`src/rtl/core/cuc_pkg.sv`:
```
// Shared types, constants and CRC helpers for the chunked image update checker.
`timescale 1ns / 1ps

package cuc_pkg;

    // Geometry of the image and the flash window
    localparam int unsigned CHUNK_BYTES     = 512;
    localparam int unsigned MAX_IMAGE_BYTES = 131072;
    localparam int unsigned FLASH_BASE      = 32'd134479872;

    // Field widths
    localparam int unsigned SIZE_W  = 24;
    localparam int unsigned CHUNK_W = 16;
    localparam int unsigned CRC_W   = 32;
    localparam int unsigned ADDR_W  = 32;
    localparam int unsigned BYTE_W  = 8;
    localparam int unsigned PCT_W   = 7;
    localparam int unsigned CFG_W   = 32;
    localparam int unsigned CFG_IDX_W = 2;

    // Offset must hold CHUNK_BYTES itself so the overrun check can see it
    localparam int unsigned OFS_W = $clog2(CHUNK_BYTES + 1);

    // Progress divider: chunk * 100 over chunk_total, one quotient bit a cycle
    localparam int unsigned PCT_FULL   = 100;
    localparam int unsigned DIVIDEND_W = CHUNK_W + PCT_W;
    localparam int unsigned REM_W      = CHUNK_W + 1;
    localparam int unsigned DIV_STEPS  = DIVIDEND_W;
    localparam int unsigned DIV_CNT_W  = $clog2(DIV_STEPS + 1);

    localparam logic [CRC_W-1:0] CRC_INIT = 32'hFFFF_FFFF;

    typedef enum logic [1:0] {
        ACT_START  = 2'd0,
        ACT_DATA   = 2'd1,
        ACT_FINISH = 2'd2
    } action_t;

    typedef enum logic [1:0] {
        PH_IDLE    = 2'd0,
        PH_RECV    = 2'd1,
        PH_ERROR   = 2'd2,
        PH_SUCCESS = 2'd3
    } phase_t;

    typedef enum logic [2:0] {
        F_NONE       = 3'd0,
        F_SIZE       = 3'd1,
        F_ERASE      = 3'd2,
        F_PROGRAM    = 3'd3,
        F_INCOMPLETE = 3'd4,
        F_CRC        = 3'd5,
        F_OVERRUN    = 3'd6
    } fault_t;

    typedef enum logic [CFG_IDX_W-1:0] {
        CFG_IMAGE_SIZE   = 2'd0,
        CFG_CHUNK_TOTAL  = 2'd1,
        CFG_EXPECTED_CRC = 2'd2
    } cfg_idx_t;

    typedef enum logic [1:0] {
        ST_IDLE = 2'd0,
        ST_DIV  = 2'd1,
        ST_DONE = 2'd2
    } ctrl_state_t;

    // Controller to datapath
    typedef struct packed {
        logic apply;     // request accepted: update session state
        logic div_step;  // one progress divider iteration
        logic load_out;  // move the finished result into the output register
    } cuc_cmd_t;

    // Datapath to controller
    typedef struct packed {
        logic div_last;  // current divider step is the final one
        logic out_free;  // output register empty or being drained
    } cuc_sts_t;

    // Reflected CRC-32 nibble table, polynomial 0xEDB88320
    function automatic logic [CRC_W-1:0] crc_nib_lut(input logic [3:0] idx);
        logic [CRC_W-1:0] val;
        case (idx)
            4'h0: val = 32'h0000_0000;
            4'h1: val = 32'h1DB7_1064;
            4'h2: val = 32'h3B6E_20C8;
            4'h3: val = 32'h26D9_30AC;
            4'h4: val = 32'h76DC_4190;
            4'h5: val = 32'h6B6B_51F4;
            4'h6: val = 32'h4DB2_6158;
            4'h7: val = 32'h5005_713C;
            4'h8: val = 32'hEDB8_8320;
            4'h9: val = 32'hF00F_9344;
            4'hA: val = 32'hD6D6_A3E8;
            4'hB: val = 32'hCB61_B38C;
            4'hC: val = 32'h9B64_C2B0;
            4'hD: val = 32'h86D3_D2D4;
            4'hE: val = 32'hA00A_E278;
            default: val = 32'hBDBD_F21C;
        endcase
        return val;
    endfunction

    // Fold one byte, low nibble first
    function automatic logic [CRC_W-1:0] crc_fold_byte(input logic [CRC_W-1:0] crc,
                                                      input logic [BYTE_W-1:0] b);
        logic [CRC_W-1:0] c;
        c = crc_nib_lut(crc[3:0] ^ b[3:0]) ^ (crc >> 4);
        c = crc_nib_lut(c[3:0] ^ b[7:4]) ^ (c >> 4);
        return c;
    endfunction

endpackage

```
`src/rtl/core/cuc_datapath.sv`:
```
// Session state, CRC, flash address, progress divider and output register.
`timescale 1ns / 1ps

module cuc_datapath (
    input  logic                              clk,
    input  logic                              rst_n,
    input  cuc_pkg::cuc_cmd_t                 cmd,
    output cuc_pkg::cuc_sts_t                 sts,
    input  logic                              cfg_we,
    input  logic [cuc_pkg::CFG_IDX_W-1:0]     cfg_index,
    input  logic [cuc_pkg::CFG_W-1:0]         cfg_data,
    input  logic [1:0]                        action,
    input  logic [cuc_pkg::CHUNK_W-1:0]       chunk_index,
    input  logic [cuc_pkg::BYTE_W-1:0]        data_byte,
    input  logic                              last_in_chunk,
    input  logic                              erase_ok,
    input  logic                              program_ok,
    input  logic                              out_stall,
    output logic                              out_valid,
    output logic                              accepted,
    output logic [1:0]                        phase,
    output logic [2:0]                        fault_reason,
    output logic                              write_enable,
    output logic [cuc_pkg::ADDR_W-1:0]        write_address,
    output logic [cuc_pkg::BYTE_W-1:0]        write_data,
    output logic [cuc_pkg::PCT_W-1:0]         progress_percent,
    output logic [cuc_pkg::CRC_W-1:0]         computed_crc
);

    // configuration
    logic [cuc_pkg::SIZE_W-1:0]  image_size_reg;
    logic [cuc_pkg::CHUNK_W-1:0] chunk_total_reg;
    logic [cuc_pkg::CRC_W-1:0]   expected_crc_reg;

    // session state
    cuc_pkg::phase_t             phase_reg, phase_next;
    cuc_pkg::fault_t             fault_reg, fault_next;
    logic [cuc_pkg::CHUNK_W-1:0] chunk_reg, chunk_next;
    logic [cuc_pkg::OFS_W-1:0]   offset_reg, offset_next;
    logic [cuc_pkg::CRC_W-1:0]   crc_reg, crc_next;

    // per-request result fields
    logic                        res_acc_reg, res_acc_next;
    cuc_pkg::fault_t             res_fault_reg, res_fault_next;
    logic                        res_we_reg, res_we_next;
    logic [cuc_pkg::ADDR_W-1:0]  res_addr_reg, res_addr_next;
    logic [cuc_pkg::BYTE_W-1:0]  res_data_reg, res_data_next;

    // progress divider
    logic [cuc_pkg::DIVIDEND_W-1:0] quo_reg, quo_next;
    logic [cuc_pkg::REM_W-1:0]      rem_reg, rem_next;
    logic [cuc_pkg::DIV_CNT_W-1:0]  cnt_reg, cnt_next;
    logic [cuc_pkg::REM_W-1:0]      rem_shift;
    logic [cuc_pkg::REM_W-1:0]      divisor;
    logic                           quo_bit;
    logic [cuc_pkg::PCT_W-1:0]      pct_val;

    // output register
    logic                        out_valid_reg;
    logic                        out_acc_reg;
    cuc_pkg::phase_t             out_phase_reg;
    cuc_pkg::fault_t             out_fault_reg;
    logic                        out_we_reg;
    logic [cuc_pkg::ADDR_W-1:0]  out_addr_reg;
    logic [cuc_pkg::BYTE_W-1:0]  out_data_reg;
    logic [cuc_pkg::PCT_W-1:0]   out_pct_reg;
    logic [cuc_pkg::CRC_W-1:0]   out_crc_reg;

    logic [cuc_pkg::ADDR_W-1:0]  byte_addr;
    logic                        size_bad;

    assign byte_addr = cuc_pkg::ADDR_W'(cuc_pkg::FLASH_BASE)
                     + cuc_pkg::ADDR_W'(chunk_reg) * cuc_pkg::ADDR_W'(cuc_pkg::CHUNK_BYTES)
                     + cuc_pkg::ADDR_W'(offset_reg);

    assign size_bad = (image_size_reg == '0)
                   || (image_size_reg > cuc_pkg::SIZE_W'(cuc_pkg::MAX_IMAGE_BYTES));

    // session update for one request
    always_comb
    begin
        phase_next     = phase_reg;
        fault_next     = fault_reg;
        chunk_next     = chunk_reg;
        offset_next    = offset_reg;
        crc_next       = crc_reg;
        res_acc_next   = 1'b0;
        res_we_next    = 1'b0;
        res_addr_next  = '0;
        res_data_next  = '0;
        res_fault_next = fault_reg;
        unique case (cuc_pkg::action_t'(action))
            cuc_pkg::ACT_START:
            begin
                if (phase_reg != cuc_pkg::PH_RECV)
                begin
                    res_acc_next = 1'b1;
                    chunk_next   = '0;
                    if (size_bad)
                    begin
                        phase_next = cuc_pkg::PH_ERROR;
                        fault_next = cuc_pkg::F_SIZE;
                    end
                    else if (!erase_ok)
                    begin
                        phase_next = cuc_pkg::PH_ERROR;
                        fault_next = cuc_pkg::F_ERASE;
                    end
                    else
                    begin
                        phase_next  = cuc_pkg::PH_RECV;
                        fault_next  = cuc_pkg::F_NONE;
                        offset_next = '0;
                        crc_next    = cuc_pkg::CRC_INIT;
                    end
                end
                res_fault_next = fault_next;
            end
            cuc_pkg::ACT_DATA:
            begin
                if (phase_reg == cuc_pkg::PH_RECV && chunk_index == chunk_reg)
                begin
                    if (offset_reg >= cuc_pkg::OFS_W'(cuc_pkg::CHUNK_BYTES))
                    begin
                        // overrun: reported for this request, state untouched
                        res_fault_next = cuc_pkg::F_OVERRUN;
                    end
                    else
                    begin
                        res_acc_next  = 1'b1;
                        res_we_next   = 1'b1;
                        res_addr_next = byte_addr;
                        res_data_next = data_byte;
                        if (!program_ok)
                        begin
                            phase_next = cuc_pkg::PH_ERROR;
                            fault_next = cuc_pkg::F_PROGRAM;
                        end
                        else
                        begin
                            crc_next = cuc_pkg::crc_fold_byte(crc_reg, data_byte);
                            if (last_in_chunk)
                            begin
                                chunk_next  = chunk_reg + 1'b1;
                                offset_next = '0;
                            end
                            else
                            begin
                                offset_next = offset_reg + 1'b1;
                            end
                        end
                        res_fault_next = fault_next;
                    end
                end
            end
            cuc_pkg::ACT_FINISH:
            begin
                if (phase_reg == cuc_pkg::PH_RECV)
                begin
                    res_acc_next = 1'b1;
                    if (chunk_reg != chunk_total_reg)
                    begin
                        phase_next = cuc_pkg::PH_ERROR;
                        fault_next = cuc_pkg::F_INCOMPLETE;
                    end
                    else if (~crc_reg != expected_crc_reg)
                    begin
                        phase_next = cuc_pkg::PH_ERROR;
                        fault_next = cuc_pkg::F_CRC;
                    end
                    else
                    begin
                        phase_next = cuc_pkg::PH_SUCCESS;
                        fault_next = cuc_pkg::F_NONE;
                    end
                end
                res_fault_next = fault_next;
            end
            default:
            begin
                res_fault_next = fault_reg;
            end
        endcase
    end

    // restoring divider, one quotient bit per step
    assign divisor   = {1'b0, chunk_total_reg};
    assign rem_shift = {rem_reg[cuc_pkg::REM_W-2:0], quo_reg[cuc_pkg::DIVIDEND_W-1]};
    assign quo_bit   = (rem_shift >= divisor);

    always_comb
    begin
        quo_next = quo_reg;
        rem_next = rem_reg;
        cnt_next = cnt_reg;
        if (cmd.apply)
        begin
            quo_next = cuc_pkg::DIVIDEND_W'(chunk_next)
                     * cuc_pkg::DIVIDEND_W'(cuc_pkg::PCT_FULL);
            rem_next = '0;
            cnt_next = '0;
        end
        else if (cmd.div_step)
        begin
            quo_next = {quo_reg[cuc_pkg::DIVIDEND_W-2:0], quo_bit};
            rem_next = quo_bit ? (rem_shift - divisor) : rem_shift;
            cnt_next = cnt_reg + 1'b1;
        end
    end

    always_comb
    begin
        if (chunk_total_reg == '0)
        begin
            pct_val = '0;
        end
        else if (quo_reg > cuc_pkg::DIVIDEND_W'(cuc_pkg::PCT_FULL))
        begin
            pct_val = cuc_pkg::PCT_W'(cuc_pkg::PCT_FULL);
        end
        else
        begin
            pct_val = quo_reg[cuc_pkg::PCT_W-1:0];
        end
    end

    assign sts.div_last = (cnt_reg == cuc_pkg::DIV_CNT_W'(cuc_pkg::DIV_STEPS - 1));
    assign sts.out_free = !out_valid_reg || !out_stall;

    // control and session registers
    always_ff @(posedge clk or negedge rst_n)
    begin
        if (!rst_n)
        begin
            image_size_reg   <= '0;
            chunk_total_reg  <= '0;
            expected_crc_reg <= '0;
            phase_reg        <= cuc_pkg::PH_IDLE;
            fault_reg        <= cuc_pkg::F_NONE;
            chunk_reg        <= '0;
            offset_reg       <= '0;
            crc_reg          <= cuc_pkg::CRC_INIT;
            cnt_reg          <= '0;
            out_valid_reg    <= 1'b0;
        end
        else
        begin
            if (cfg_we)
            begin
                unique case (cuc_pkg::cfg_idx_t'(cfg_index))
                    cuc_pkg::CFG_IMAGE_SIZE:   image_size_reg   <= cfg_data[cuc_pkg::SIZE_W-1:0];
                    cuc_pkg::CFG_CHUNK_TOTAL:  chunk_total_reg  <= cfg_data[cuc_pkg::CHUNK_W-1:0];
                    cuc_pkg::CFG_EXPECTED_CRC: expected_crc_reg <= cfg_data[cuc_pkg::CRC_W-1:0];
                    default:                   ;
                endcase
            end
            if (cmd.apply)
            begin
                phase_reg  <= phase_next;
                fault_reg  <= fault_next;
                chunk_reg  <= chunk_next;
                offset_reg <= offset_next;
                crc_reg    <= crc_next;
            end
            cnt_reg <= cnt_next;
            if (cmd.load_out)
            begin
                out_valid_reg <= 1'b1;
            end
            else if (!out_stall)
            begin
                out_valid_reg <= 1'b0;
            end
        end
    end

    // payload registers
    always_ff @(posedge clk)
    begin
        quo_reg <= quo_next;
        rem_reg <= rem_next;
        if (cmd.apply)
        begin
            res_acc_reg   <= res_acc_next;
            res_fault_reg <= res_fault_next;
            res_we_reg    <= res_we_next;
            res_addr_reg  <= res_addr_next;
            res_data_reg  <= res_data_next;
        end
        if (cmd.load_out)
        begin
            out_acc_reg   <= res_acc_reg;
            out_phase_reg <= phase_reg;
            out_fault_reg <= res_fault_reg;
            out_we_reg    <= res_we_reg;
            out_addr_reg  <= res_addr_reg;
            out_data_reg  <= res_data_reg;
            out_pct_reg   <= pct_val;
            out_crc_reg   <= ~crc_reg;
        end
    end

    assign out_valid        = out_valid_reg;
    assign accepted         = out_acc_reg;
    assign phase            = out_phase_reg;
    assign fault_reason     = out_fault_reg;
    assign write_enable     = out_we_reg;
    assign write_address    = out_addr_reg;
    assign write_data       = out_data_reg;
    assign progress_percent = out_pct_reg;
    assign computed_crc     = out_crc_reg;

    a_write_needs_accept: assert property (@(posedge clk) disable iff (!rst_n)
        out_valid_reg && out_we_reg |-> out_acc_reg)
        else $error("flash write issued on a rejected request");

    a_pct_bounded: assert property (@(posedge clk) disable iff (!rst_n)
        out_valid_reg |-> out_pct_reg <= cuc_pkg::PCT_W'(cuc_pkg::PCT_FULL))
        else $error("progress above full scale");

    a_overrun_rejected: assert property (@(posedge clk) disable iff (!rst_n)
        out_valid_reg && out_fault_reg == cuc_pkg::F_OVERRUN |-> !out_acc_reg && !out_we_reg)
        else $error("overrun byte was taken");

    a_success_clean: assert property (@(posedge clk) disable iff (!rst_n)
        out_valid_reg && out_phase_reg == cuc_pkg::PH_SUCCESS
            |-> out_fault_reg == cuc_pkg::F_NONE)
        else $error("success reported with a fault");

    a_load_when_free: assert property (@(posedge clk) disable iff (!rst_n)
        cmd.load_out |-> !out_valid_reg || !out_stall)
        else $error("output register overwritten while held");

endmodule

```
`config.mk`:
```
export PLATFORM = sky130hd
export DESIGN_NAME = cuc_datapath
export DESIGN_NICKNAME = d
export VERILOG_FILES = /design/src/rtl/core/cuc_pkg.sv /design/src/rtl/core/cuc_datapath.sv
export SDC_FILE = /design/constraint.sdc
export NUM_CORES = 1
export LEC_CHECK = 0
export BUFFER_PORTS_ARGS = -buffer_cell sky130_fd_sc_hd__buf_2
export CORE_MARGIN = 3
export CORE_UTILIZATION = 40
export DETAILED_ROUTE_END_ITERATION = 16
export GPL_TIMING_DRIVEN = 0
export PLACE_DENSITY_LB_ADDON = 0.3
export SLEW_MARGIN = 5
export SYNTH_ARGS = -nofsm -noshare
export SYNTH_HDL_FRONTEND = slang
export SYNTH_SLANG_ARGS = --single-unit
```
`constraint.sdc`:
```
create_clock -name clk -period 10.4 [get_ports clk]
set_clock_uncertainty 0.2 [all_clocks]
set_input_delay 2.08 -clock clk [delete_from_list [all_inputs] [get_ports clk]]
set_output_delay 2.08 -clock clk [all_outputs]
set_load 0.01 [all_outputs]
```
==> qor.yml <==
ys_ff_latch: 301
cts_buffers: 35
avgViaCountPerCell: 5.37
grt_pass1_wl_um: 67800
holdPathStages: 0
synthCells: 1476
arrival_ns: 8.30
dieArea_um2: 43500
syn_area_per_cell_um2: 11.1
placed_cell_area_um2: 17900
vias: 12000
fillers: 3654
core_area_um2: 40100
netlist_area_um2: 16400
final_layout_size_suffix_gt1_frac: 0.214
h-tree-depth: 2
syn_to_final_growth_pct: 16.2
end_kind: "register"
r2r_start: "chunk_reg[8]"
final.period_utilization: 0.794
antenna_found_initial: 1
p_leak_nw: 8.29
yosysSeqAreaShare: 0.500
min_from: "res_addr_reg[3]"
ff2ff_setup_slack_ns: 3.18
path_class: "primary input to register"
vdd_drop_max_uv: 117
grt_pass1_vias: 11700
post_drt_wl_per_cell_um: 19.7
drtAntennaViolNets: 0
timing.final.hold_violations: 0
track_usage: 0.200
drc_errors: 0
cts_resized: 0
drt_iter0_markers: 866
yosys.area.top_type: "edfxtp_1"
cts_tree: "built"
cts_buffer_depth: 3
dpl.hpwl_um: 33200
fmax_mhz: 121
crit_fanout: 10
hold_class: "register to register"
post_cts_buffers: 0
finalInstanceArea_um2: 19100
status: "completed"
routed_wl_um: 43900
final_common_cell: "buf_2"
grt_max_degree: 95
final_cell_mix: "buf_2 (163), edfxtp_1 (142), xnor2_1 (120)"
gp_congestion: 0.946
nets: 1835
io_buffers: 153
synth_cell_types: 74
fp.dieH_um: 208
async_flop_share: 0.468
worst_pin_slew_ns: 1.21
path_clk_slew_ns: 0.05
crit_path_start_kind: "primary input"
power_density_nw_per_um2: 211
fin_crit_ns: 8.26
insertion_delay_ns: 0.56
row_count: 73
dr.pass1.iters: 5
r2r-end: "quo_reg[22]"
dieWidth_um: 208
setup-tns-final_ns: 0
synth_area_leaders: "edfxtp_1 (26%), dfrtp_1 (17%), xnor2_1 (6.4%)"
cts_num_sinks: 301
min_to: "write_address[3]"
drv_slew: 0
synth_top_area_frac: 0.260
ys.flop_type: "edfxtp_1"
relSlewSlack: 0.184
cp_data_required_time_ns: 10.43
cts_root_buf: "clkbuf_16"
yosysWarnings: 0
initial_utilization: 0.409
grt-ovfl-total: 0
cts_hold_buf: 0
max-cap-violations: 0
ios: 159
ff2ff_path_depth: 22
setup_violations: 0
rsz0062_at_grt: "false"
synth_edf_count: 142
-- report_power, final --
part	switching, mW	internal [mW]
Sequential	0.165	1.46
Clock	0.512	0.738
Combinational	0.613	0.524
Total	1.29	2.72
-- cell type report --
type	count	area (µm²)	area share
Tap cell	525	657	0.0345
Inverter	90	338	0.0177
Antenna cell	2	5.00	0.000263
Timing Repair Buffer	155	830	0.0435
Clock buffer	44	920	0.0483
Buffer	68	312	0.0163
Multi-Input combinational cell	1021	7570	0.397
Clock inverter	19	238	0.0125
Sequential cell	301	8190	0.430
-- cell families (layout without fill, tap and decap cells) --
logic type / count (synthesis) / count (layout) / synth area share
flip-flops: 301 / 301 / 0.500
AND/OR/NAND/NOR: 384 / 384 / 0.119
other: 1 / 7 / 0.000229
AO/OA/AOI/OAI: 275 / 275 / 0.106
XOR/XNOR: 173 / 173 / 0.0979
adder cells (fa/ha/maj): 93 / 93 / 0.0765
multiplexers: 91 / 91 / 0.0614
buffers and inverters: 158 / 376 / 0.0396
-- worst max-delay path, cell delays in order --
cell and delay (ns):
buf_2 0.12, xor2_1 0.21, nor4_1 0.32, nand3_1 0.27, nor3_2 0.36, buf_2 0.29
nand4_1 0.22, o31ai_1 0.65, ha_1 0.36, ha_1 0.28, inv_1 0.05, fa_1 0.51
inv_1 0.05, ha_1 0.34, a21oi_1 0.17, o21bai_1 0.14, a2111oi_0 0.83, or4_1 0.30
nand4_1 0.12, a31oi_1 0.23, xnor2_1 0.21, o21ai_0 0.18
-- cells in the mapped netlist (all sizes together) (17+ instances only) --
cell type	number
nand2	94
a21oi	66
dfxtp	18
nor2	93
dfrtp	109
clkbuf	42
dfstp	32
mux2	77
nor4	31
and3	28
xor2	46
nand3	18
edfxtp	142
o21ai	86
ha	81
nand2b	17
xnor2	127
nor3	48
inv	89
buf	26
nand4	18
-- routing by layer --
metal | up-vias | wire length, µm | track usage | part of all wire
met4 | 0 | 742 | 0.0456 | 0.017
met1 | 5854 | 20100 | 0.289 | 0.46
met3 | 50 | 2880 | 0.0365 | 0.066
met5 | - | 0 | 0 | 0
met2 | 389 | 20100 | 0.314 | 0.46
li1 | 5661 | - | - | -
-- how the worst max path moves through the flow --
| stage | start | endpoint | slack, ns | depth (start not counted) |
|---|---|---|---|---|
| 6_report | chunk_index[13] | quo_reg[22] | 2.14 | 22 |
| 5_1_grt | chunk_index[13] | quo_reg[22] | 2.00 | 22 |
| 4_1_cts | chunk_index[13] | quo_reg[22] | 2.36 | 22 |
| 3_5_place_dp | chunk_index[13] | quo_reg[22] | 1.86 | 22 |
| 3_3_place_gp | chunk_index[13] | quo_reg[22] | 1.86 | 22 |
| 2_1_floorplan | chunk_index[13] | quo_reg[22] | 3.33 | 21 |
-- metrics by stage --
| step | power [mW] | std cells | util | worst slack (ns) | hold slack [ns] |
|---|---|---|---|---|---|
| 2_1_floorplan | 2.45 | 1480 | - | 3.33 | 0.200 |
| 3_3_place_gp | 2.76 | 2158 | 0.445 | 1.86 | 0.204 |
| 3_5_place_dp | 2.78 | 2160 | 0.446 | 1.86 | 0.205 |
| 4_1_cts | 4.04 | 2223 | 0.475 | 2.36 | 0.215 |
| 5_1_grt | 4.23 | 2224 | 0.475 | 2.00 | 0.219 |
| 6_report | 4.01 | 2225 | 0.475 | 2.14 | 0.216 |
Note: power is estimated with default switching activity, not from simulation.
